$ cat src/rtl/dhpp_pkg.sv
// Shared types, codes and character helpers of the delimited hex packet parser.
package dhpp_pkg;

   localparam logic [7:0] DELIM_CHAR  = 8'h7C;
   localparam logic [2:0] FIELD_LAST  = 3'd6;
   localparam logic [2:0] FIELD_MAX   = 3'd7;
   localparam logic [2:0] MAGIC_LEN   = 3'd5;
   localparam logic [2:0] MAGIC_SAT   = 3'd6;
   localparam logic [31:0] FLAGS_MAX  = 32'h0000_00FF;

   // result kinds
   localparam logic [1:0] KIND_SRC     = 2'd0;
   localparam logic [1:0] KIND_DST     = 2'd1;
   localparam logic [1:0] KIND_PAYLOAD = 2'd2;
   localparam logic [1:0] KIND_SUMMARY = 2'd3;

   // summary status codes, in check order
   localparam logic [2:0] STATUS_OK      = 3'd0;
   localparam logic [2:0] STATUS_FIELDS  = 3'd1;
   localparam logic [2:0] STATUS_MAGIC   = 3'd2;
   localparam logic [2:0] STATUS_TYPELEN = 3'd3;
   localparam logic [2:0] STATUS_ID      = 3'd4;
   localparam logic [2:0] STATUS_FLAGS   = 3'd5;
   localparam logic [2:0] STATUS_PAYLOAD = 3'd6;

   // output queue
   localparam int QUEUE_DEPTH = 4;
   localparam int QCOUNT_W    = $clog2(QUEUE_DEPTH + 1);

   typedef struct packed {
      logic [1:0]  out_kind;
      logic [7:0]  out_byte;
      logic [7:0]  msg_type;
      logic [31:0] msg_id;
      logic [7:0]  msg_flags;
      logic [2:0]  status;
      logic        last;
   } dhpp_result_type;

   // up to two results per character: data first, then summary
   typedef struct packed {
      logic            first_valid;
      dhpp_result_type first;
      logic            second_valid;
      dhpp_result_type second;
   } dhpp_push_type;

   typedef struct packed {
      logic       ok;
      logic [3:0] nib;
   } dhpp_hex_type;

   function automatic dhpp_hex_type hex_decode(input logic [7:0] c);
      dhpp_hex_type h;
      h.ok  = 1'b1;
      h.nib = 4'd0;
      if (c >= 8'h30 && c <= 8'h39) begin
         h.nib = 4'(c - 8'h30);
      end else if (c >= 8'h61 && c <= 8'h66) begin
         h.nib = 4'(c - 8'h57);
      end else if (c >= 8'h41 && c <= 8'h46) begin
         h.nib = 4'(c - 8'h37);
      end else begin
         h.ok = 1'b0;
      end
      return h;
   endfunction

   // magic word CP2P1
   function automatic logic [7:0] magic_char(input logic [2:0] pos);
      logic [7:0] c;
      unique case (pos)
         3'd0: c = 8'h43;
         3'd1: c = 8'h50;
         3'd2: c = 8'h32;
         3'd3: c = 8'h50;
         3'd4: c = 8'h31;
         default: c = 8'h00;
      endcase
      return c;
   endfunction

endpackage

$ cat src/rtl/dhpp_parse.sv
// Parser state and the per-character update that yields up to two results.
module dhpp_parse (
   input  logic                   clock,
   input  logic                   reset,
   input  logic                   go,
   input  logic [7:0]             rx_byte,
   input  logic                   end_of_packet,
   output dhpp_pkg::dhpp_push_type push
);

   typedef struct packed {
      logic [31:0] value;
      logic [2:0]  f;      // seen, stopped, overflow
   } num_type;

   function automatic num_type take_digit(input logic [31:0] value, input logic [2:0] f,
                                          input dhpp_pkg::dhpp_hex_type h);
      num_type r;
      r.value = value;
      r.f     = f;
      if (!f[1]) begin
         if (!h.ok) begin
            r.f[1] = 1'b1;
         end else begin
            r.f[0] = 1'b1;
            if (value[31:28] != 4'd0) r.f[2] = 1'b1;
            if (!r.f[2]) r.value = {value[27:0], h.nib};
         end
      end
      return r;
   endfunction

   logic [2:0]  field_ff, field_in;
   logic [2:0]  mpos_ff, mpos_in;
   logic        mbad_ff, mbad_in;
   logic [1:0]  tlen_ff, tlen_in;
   logic [7:0]  tchar_ff, tchar_in;
   logic [31:0] id_ff, id_in;
   logic [31:0] flags_ff, flags_in;
   logic [5:0]  nflags_ff, nflags_in;
   logic [3:0]  hi_ff, hi_in;
   logic        odd_ff, odd_in;
   logic        pbad_ff, pbad_in;

   dhpp_pkg::dhpp_hex_type hex;
   num_type                num;
   logic [3:0]             nib;
   logic [2:0]             status;

   always_comb begin
      hex       = dhpp_pkg::hex_decode(rx_byte);
      field_in  = field_ff;
      mpos_in   = mpos_ff;
      mbad_in   = mbad_ff;
      tlen_in   = tlen_ff;
      tchar_in  = tchar_ff;
      id_in     = id_ff;
      flags_in  = flags_ff;
      nflags_in = nflags_ff;
      hi_in     = hi_ff;
      odd_in    = odd_ff;
      pbad_in   = pbad_ff;
      num       = '0;
      nib       = hex.ok ? hex.nib : 4'd0;
      status    = dhpp_pkg::STATUS_OK;
      push      = '0;

      if (rx_byte == dhpp_pkg::DELIM_CHAR) begin
         if (field_ff < dhpp_pkg::FIELD_MAX) field_in = field_ff + 3'd1;
      end else begin
         unique case (field_ff)
            3'd0: begin
               if (mpos_ff >= dhpp_pkg::MAGIC_LEN || dhpp_pkg::magic_char(mpos_ff) != rx_byte)
                  mbad_in = 1'b1;
               if (mpos_ff < dhpp_pkg::MAGIC_SAT) mpos_in = mpos_ff + 3'd1;
            end
            3'd1: begin
               if (tlen_ff == 2'd0) tchar_in = rx_byte;
               if (tlen_ff < 2'd2) tlen_in = tlen_ff + 2'd1;
            end
            3'd2: begin
               push.first_valid       = 1'b1;
               push.first.out_kind    = dhpp_pkg::KIND_SRC;
               push.first.out_byte    = rx_byte;
            end
            3'd3: begin
               push.first_valid       = 1'b1;
               push.first.out_kind    = dhpp_pkg::KIND_DST;
               push.first.out_byte    = rx_byte;
            end
            3'd4: begin
               num            = take_digit(id_ff, nflags_ff[2:0], hex);
               id_in          = num.value;
               nflags_in[2:0] = num.f;
            end
            3'd5: begin
               num            = take_digit(flags_ff, nflags_ff[5:3], hex);
               flags_in       = num.value;
               nflags_in[5:3] = num.f;
            end
            3'd6: begin
               if (!hex.ok) pbad_in = 1'b1;
               if (!odd_ff) begin
                  hi_in  = nib;
                  odd_in = 1'b1;
               end else begin
                  push.first_valid    = 1'b1;
                  push.first.out_kind = dhpp_pkg::KIND_PAYLOAD;
                  push.first.out_byte = {hi_ff, nib};
                  odd_in              = 1'b0;
               end
            end
            default: begin
               // characters past the seventh field are dropped
            end
         endcase
      end

      if (end_of_packet) begin
         priority if (field_in != dhpp_pkg::FIELD_LAST)
            status = dhpp_pkg::STATUS_FIELDS;
         else if (mbad_in || mpos_in != dhpp_pkg::MAGIC_LEN)
            status = dhpp_pkg::STATUS_MAGIC;
         else if (tlen_in != 2'd1)
            status = dhpp_pkg::STATUS_TYPELEN;
         else if (!nflags_in[0] || nflags_in[2])
            status = dhpp_pkg::STATUS_ID;
         else if (!nflags_in[3] || nflags_in[5] || flags_in > dhpp_pkg::FLAGS_MAX)
            status = dhpp_pkg::STATUS_FLAGS;
         else if (pbad_in || odd_in)
            status = dhpp_pkg::STATUS_PAYLOAD;
         else
            status = dhpp_pkg::STATUS_OK;

         push.second_valid       = 1'b1;
         push.second.out_kind    = dhpp_pkg::KIND_SUMMARY;
         push.second.status      = status;
         push.second.last        = 1'b1;
         if (status == dhpp_pkg::STATUS_OK) begin
            push.second.msg_type  = tchar_in;
            push.second.msg_id    = id_in;
            push.second.msg_flags = flags_in[7:0];
         end

         field_in  = '0;
         mpos_in   = '0;
         mbad_in   = 1'b0;
         tlen_in   = '0;
         tchar_in  = '0;
         id_in     = '0;
         flags_in  = '0;
         nflags_in = '0;
         hi_in     = '0;
         odd_in    = 1'b0;
         pbad_in   = 1'b0;
      end
   end

   always_ff @(posedge clock) begin
      if (reset) begin
         field_ff  <= '0;
         mpos_ff   <= '0;
         mbad_ff   <= 1'b0;
         tlen_ff   <= '0;
         tchar_ff  <= '0;
         id_ff     <= '0;
         flags_ff  <= '0;
         nflags_ff <= '0;
         hi_ff     <= '0;
         odd_ff    <= 1'b0;
         pbad_ff   <= 1'b0;
      end else if (go) begin
         field_ff  <= field_in;
         mpos_ff   <= mpos_in;
         mbad_ff   <= mbad_in;
         tlen_ff   <= tlen_in;
         tchar_ff  <= tchar_in;
         id_ff     <= id_in;
         flags_ff  <= flags_in;
         nflags_ff <= nflags_in;
         hi_ff     <= hi_in;
         odd_ff    <= odd_in;
         pbad_ff   <= pbad_in;
      end
   end

endmodule

$ cat src/rtl/dhpp_queue.sv
// Small result queue: takes up to two results a cycle, hands out one at the head.
module dhpp_queue (
   input  logic                      clock,
   input  logic                      reset,
   input  dhpp_pkg::dhpp_push_type   push,
   output logic                      room,
   output logic                      out_valid,
   input  logic                      out_stall,
   output dhpp_pkg::dhpp_result_type out_data
);

   localparam int QD = dhpp_pkg::QUEUE_DEPTH;
   localparam int CW = dhpp_pkg::QCOUNT_W;

   dhpp_pkg::dhpp_result_type entry_ff [QD];
   dhpp_pkg::dhpp_result_type entry_in [QD];
   logic [CW-1:0] count_ff, count_in;
   logic [CW-1:0] base;
   logic [CW-1:0] base2;
   logic          pop;

   assign out_valid = (count_ff != '0);
   assign out_data  = entry_ff[0];
   // two free slots needed, a packet end can bring two results
   assign room      = (count_ff <= CW'(QD - 2));
   assign pop       = out_valid && !out_stall;

   always_comb begin
      for (int i = 0; i < QD; i++) begin
         entry_in[i] = entry_ff[i];
      end
      if (pop) begin
         for (int i = 0; i < QD - 1; i++) begin
            entry_in[i] = entry_ff[i + 1];
         end
      end
      base  = count_ff - CW'(pop);
      base2 = base + CW'(push.first_valid);
      for (int i = 0; i < QD; i++) begin
         if (push.first_valid && base == CW'(i))   entry_in[i] = push.first;
         if (push.second_valid && base2 == CW'(i)) entry_in[i] = push.second;
      end
      count_in = base2 + CW'(push.second_valid);
   end

   always_ff @(posedge clock) begin
      if (reset) begin
         count_ff <= '0;
      end else begin
         count_ff <= count_in;
      end
   end

   always_ff @(posedge clock) begin
      for (int i = 0; i < QD; i++) begin
         entry_ff[i] <= entry_in[i];
      end
   end

endmodule

$ cat src/rtl/delimited_hex_packet_parser_unit.sv
// Top level of the delimited hex packet parser: input register, parser and result queue.
//
//   channel   dir   handshake              beat
//   req_      in    req_valid/req_stall    one packet character, end-of-packet mark
//   rsp_      out   rsp_valid/rsp_stall    address byte, payload byte or packet summary
//
// Characters are registered on entry and parsed, one per cycle while the queue has room.
// Results are written into a four-entry queue and reach rsp_ from its registered head.
// The final character of a packet may emit a data beat and a summary; the queue takes
// both and the summary leaves behind the data beat, so req_stall stays low unless rsp_stall holds.
// reset clears parser state and empties the queue.
// rsp_stall backs up the queue; req_stall follows once fewer than two slots are free.
module delimited_hex_packet_parser_unit (
   input  logic        clock,
   input  logic        reset,
   input  logic        req_valid,
   output logic        req_stall,
   input  logic [7:0]  req_rx_byte,
   input  logic        req_end_of_packet,
   output logic        rsp_valid,
   input  logic        rsp_stall,
   output logic [1:0]  rsp_out_kind,
   output logic [7:0]  rsp_out_byte,
   output logic [7:0]  rsp_msg_type,
   output logic [31:0] rsp_msg_id,
   output logic [7:0]  rsp_msg_flags,
   output logic [2:0]  rsp_status,
   output logic        rsp_last
);

   logic       in_valid_ff, in_valid_in;
   logic [7:0] in_byte_ff;
   logic       in_eop_ff;
   logic       room;
   logic       advance;
   logic       accept;

   dhpp_pkg::dhpp_push_type   push;
   dhpp_pkg::dhpp_result_type head;

   assign advance     = in_valid_ff && room;
   assign req_stall   = in_valid_ff && !room;
   assign accept      = req_valid && !req_stall;
   assign in_valid_in = accept || (in_valid_ff && !advance);

   always_ff @(posedge clock) begin
      if (reset) begin
         in_valid_ff <= 1'b0;
      end else begin
         in_valid_ff <= in_valid_in;
      end
   end

   always_ff @(posedge clock) begin
      if (accept) begin
         in_byte_ff <= req_rx_byte;
         in_eop_ff  <= req_end_of_packet;
      end
   end

   dhpp_parse u_parse (
      .clock         (clock),
      .reset         (reset),
      .go            (advance),
      .rx_byte       (in_byte_ff),
      .end_of_packet (in_eop_ff),
      .push          (push)
   );

   dhpp_queue u_queue (
      .clock     (clock),
      .reset     (reset),
      .push      (advance ? push : '0),
      .room      (room),
      .out_valid (rsp_valid),
      .out_stall (rsp_stall),
      .out_data  (head)
   );

   assign rsp_out_kind  = head.out_kind;
   assign rsp_out_byte  = head.out_byte;
   assign rsp_msg_type  = head.msg_type;
   assign rsp_msg_id    = head.msg_id;
   assign rsp_msg_flags = head.msg_flags;
   assign rsp_status    = head.status;
   assign rsp_last      = head.last;

   // queue comes out of reset empty
   a_reset_empty: assert property (@(posedge clock) reset |=> !rsp_valid)
      else $error("result beat present after reset");

   a_last_is_summary: assert property (@(posedge clock) disable iff (reset)
      rsp_valid |-> (rsp_last == (rsp_out_kind == dhpp_pkg::KIND_SUMMARY)))
      else $error("last flag and summary kind disagree");

   a_data_status: assert property (@(posedge clock) disable iff (reset)
      (rsp_valid && !rsp_last) |-> (rsp_status == dhpp_pkg::STATUS_OK && rsp_msg_id == '0))
      else $error("data beat carries summary fields");

   a_bad_summary_clear: assert property (@(posedge clock) disable iff (reset)
      (rsp_valid && rsp_status != dhpp_pkg::STATUS_OK) |->
      (rsp_msg_id == '0 && rsp_msg_type == '0 && rsp_msg_flags == '0))
      else $error("failed summary carries parsed values");

endmodule

$ cat config.mk
export PLATFORM = sky130hd
export DESIGN_NAME = delimited_hex_packet_parser_unit
export DESIGN_NICKNAME = d
export VERILOG_FILES = /design/src/rtl/dhpp_pkg.sv /design/src/rtl/dhpp_parse.sv /design/src/rtl/dhpp_queue.sv /design/src/rtl/delimited_hex_packet_parser_unit.sv
export SDC_FILE = /design/constraint.sdc
export NUM_CORES = 1
export LEC_CHECK = 0
export ABC_AREA = 1
export BUFFER_PORTS_ARGS = -buffer_cell sky130_fd_sc_hd__buf_2
export CAP_MARGIN = 20
export CELL_PAD_IN_SITES_DETAIL_PLACEMENT = 1
export CELL_PAD_IN_SITES_GLOBAL_PLACEMENT = 1
export CORE_UTILIZATION = 40
export CTS_BUF_LIST = sky130_fd_sc_hd__clkbuf_16
export CTS_CLUSTER_DIAMETER = 200
export DETAILED_ROUTE_END_ITERATION = 6
export HOLD_SLACK_MARGIN = 0.03
export PLACE_DENSITY = 0.73
export SYNTH_ARGS = -nofsm -noshare
export SYNTH_HDL_FRONTEND = slang
export SYNTH_SLANG_ARGS = --single-unit
$ cat constraint.sdc
create_clock -name clock -period 13.4 [get_ports clock]
set_clock_uncertainty 0.15 [all_clocks]
set_input_delay 0 -clock clock [delete_from_list [all_inputs] [get_ports clock]]
set_output_delay 0 -clock clock [all_outputs]
set_load 0.1 [all_outputs]
==> impl_metrics.yaml <==
run_status:
  status: "finished clean"
sta:
  finalSetupViolCount: 0
  finalCritPeriodShare_pct: 44.4
  max_slew_margin_pct: 31.8
  final_period_minus_worst_setup_slack_ps: 5950
  worst_slew_pin_slew_ps: 1020
  timing.final.max_slew_violations: 0
  rsz0062_at_grt: "no"
  setup_tns_ps: 0
  fmaxAchievable_mhz: 168
  hold_violations: 0
floorplanning:
  rows: 76
  floorplan.initialDensity_pct: 40.5
  floorplan.core_area_sq_um: 43100
  fp.dieArea_sq_um: 44400
  chipHeight_um: 211
  die_span_in_x_um: 211
  top_level_pins: 77
job:
  max_cap_viol_count: 0
power_and_ir_drop:
  power.leakage_nw: 8.03
  vdd_ir_drop_max_mv: 0.118
  pwr_density_cell_nw_per_um2: 200
place:
  place_congestion: 0.847
  placed_cell_area_sq_um: 18000
  detailedPlacementHpwl_um: 31200
  port_buffers: 76
logic_synthesis:
  yosysUniqueCellTypes: 38
  synth_enable_flop_cells: 225
  synth_seq_cells: 354
  postSynth.asyncResetShare_pct: 0
  sequential_to_total_area_share_from_yosys_stat_pct: 53.6
  synth.avg_cell_area_sq_um: 8.31
  synth.cell_area_sq_um: 17400
  mappedNetlistNets: 2133
  synth_top_flop_cell: "sky130_fd_sc_hd__edfxtp_1"
  netlist_instances: 2098
  ys.warnings.count: 0
clock_network:
  clock_slew_at_reported_path_ffs_ps: 60
  ctsLongestPathBuffers: 3
  cts.htree.levels: 2
  cts_inserted_buffers: 41
  postCtsResizedCells: 0
  cts_root_buf: "sky130_fd_sc_hd__clkbuf_16"
  cts_sinks: 354
  tritoncts: "done"
  clk-insertion-delay-late_ps: 570
setup_path:
  worstPathRequired_ps: 13670
  end_kind: "flop"
  worst-setup-path-type: "reg -> reg"
  critPathLaunchType: "flop"
  r2r.worst_path.cells: 21
  crit-reg2reg-launch: "in_byte_ff[0]"
  reg2reg_slack_ps: 7450
  crit_fanout: 98
  critPathLaunch: "in_byte_ff[0]"
  rr_endpoint: "u_queue.entry_ff[0][6]"
  end_point_of_the_critical_path: "u_queue.entry_ff[0][6]"
  crit_arrival_ps: 6220
final_layout:
  area_growth_syn_to_fin_pct: 12.0
  layout_commonest_cell: "sky130_fd_sc_hd__nand2_1"
  mostFrequentLayoutCells: "sky130_fd_sc_hd__nand2_1, sky130_fd_sc_hd__edfxtp_1, sky130_fd_sc_hd__inv_1, sky130_fd_sc_hd__nand4_1, sky130_fd_sc_hd__nor2_1"
  ant_diodes: 0
  design_area_sq_um: 19500
  post_route_cells_drive_above_1_share_pct: 9.10
  finish.net_count: 2156
global_route:
  antenna_found_initial: 0
  first_global_vias: 14800
  grt_util_all_layers_pct: 22.4
  total_overflow_reported_by_the_global_router: 0
  grt_max_degree: 99
  wire_length_of_the_first_global_routing_pass_um: 79600
route:
  detail_route.vias_per_cell: 5.36
  postRouteAntennaNets: 0
  remaining_drc_errors: 0
  post_drt_wl_per_cell_um: 18.1
  total_number_of_vias: 14700
  totalWireLength_um: 49600
  drt_iter0_drcs: 1002
  first_pass_iters: 5
worst_hold_path:
  min-delay-path-class: "reg -> reg"
==> cell type report <==
class                      count  area [sq um]
clock inverter                32           174
tap                          585           732
clock buffer                  43          1080
inverter                     199           747
sequential                   354          9340
multi-input combinational   1405          6690
fill                        5087         23600
timing repair buffer         120           766
==> timing repair <==
action	CTS	global route
setup buffers	0	0
hold buffers	22	0
endpoints found under the hold margin	56	0
==> metal layers <==
metal	part of all wire (%)	global-route usage [%]
met5	0	0
met4	2.3	6.17
met3	4.7	3.52
met2	47	36.8
met1	46	30.5
==> sequential cells by signal (all words and copies together) (netlist names) <==
register / cells
in_byte_ff: 8
in_eop_ff: 1
in_valid_ff: 1
u_parse.field_ff: 3
u_parse.flags_ff: 32
u_parse.hi_ff: 4
u_parse.id_ff: 32
u_parse.mbad_ff: 1
u_parse.mpos_ff: 3
u_parse.nflags_ff: 6
u_parse.odd_ff: 1
u_parse.pbad_ff: 1
u_parse.tchar_ff: 8
u_parse.tlen_ff: 2
u_queue.count_ff: 3
u_queue.entry_ff: 248
==> cells in the mapped netlist, types with 19 or more instances <==
| master | number | area share (%) |
|---|---|---|
| sky130_fd_sc_hd__dfxtp_1 | 129 | 15 |
| sky130_fd_sc_hd__ha_1 | 22 | 1.6 |
| sky130_fd_sc_hd__nand3_1 | 106 | 3.0 |
| sky130_fd_sc_hd__clkbuf_1 | 83 | 1.8 |
| sky130_fd_sc_hd__a21oi_1 | 111 | 3.2 |
| sky130_fd_sc_hd__o21ai_0 | 91 | 2.6 |
| sky130_fd_sc_hd__nor2_1 | 155 | 3.3 |
| sky130_fd_sc_hd__edfxtp_1 | 225 | 39 |
| sky130_fd_sc_hd__buf_6 | 19 | 1.2 |
| sky130_fd_sc_hd__inv_1 | 185 | 4.0 |
| sky130_fd_sc_hd__buf_2 | 30 | 0.86 |
| sky130_fd_sc_hd__nand2_1 | 656 | 14 |
| sky130_fd_sc_hd__nand4_1 | 175 | 6.3 |
==> critical path, stage by stage, from the launching register on <==
cell and delay (ps):
sky130_fd_sc_hd__edfxtp_1 440, sky130_fd_sc_hd__inv_2 110, sky130_fd_sc_hd__ha_1 230, sky130_fd_sc_hd__o21ai_0 210, sky130_fd_sc_hd__nand2_1 80, sky130_fd_sc_hd__nand2_1 220
sky130_fd_sc_hd__nand2_4 300, sky130_fd_sc_hd__nand3_4 440, sky130_fd_sc_hd__nand2_1 150, sky130_fd_sc_hd__nand2_1 120, sky130_fd_sc_hd__nand2_1 60, sky130_fd_sc_hd__nor2_1 170
sky130_fd_sc_hd__nand2_1 70, sky130_fd_sc_hd__nor2_1 190, sky130_fd_sc_hd__nand2_1 80, sky130_fd_sc_hd__nand2_1 60, sky130_fd_sc_hd__nand2_1 80, sky130_fd_sc_hd__a21oi_4 650
sky130_fd_sc_hd__buf_4 880, sky130_fd_sc_hd__buf_4 700, sky130_fd_sc_hd__nand4_1 240, sky130_fd_sc_hd__nand2_1 120
==> worst min path at each step <==
stage | start | endpoint | slack, ps | depth (start not counted)
5_1_grt | u_parse.flags_ff[14] | u_parse.flags_ff[14] | 340 | 2
6_report | u_parse.flags_ff[5] | u_parse.flags_ff[5] | 310 | 2
2_1_floorplan | req_rx_byte[0] | in_byte_ff[0] | -50 | 0
3_3_place_gp | req_rx_byte[3] | in_byte_ff[3] | 30 | 1
4_1_cts | u_parse.flags_ff[5] | u_parse.flags_ff[5] | 320 | 2
3_5_place_dp | req_end_of_packet | in_eop_ff | 30 | 1
==> power by group <==
| part | internal [mW] | switching, mW | leakage, nW | total, mW |
|---|---|---|---|---|
| Sequential | 1.51 | 0.0763 | 3.24 | 1.58 |
| Clock | 0.584 | 0.465 | 0.655 | 1.05 |
| Combinational | 0.205 | 1.07 | 4.14 | 1.27 |
==> cells by family after synthesis <==
kind of cell               synth area share, %
and+or+nand+nor                           27.9
DFF                                       53.6
buffers and inverters                     8.44
AOI/OAI and AO/OA                         8.04
adders and majority gates                 1.58
xor gates and xnor gates                 0.502
==> per-stage QoR <==
step	utilization, %	instances	worst slack, ps	power (mW)	hold WS (ps)
after floorplan	-	2098	8310	2.60	-51.1
after global placement	41.9	2640	7840	2.84	28.2
final	45.3	2738	7450	3.90	313
after detailed placement	41.9	2640	7580	2.87	31.2
after CTS	45.3	2737	7480	3.93	317
after global routing	45.3	2738	6880	4.06	337
No activity file was read; power rests on OpenSTA's default activity.
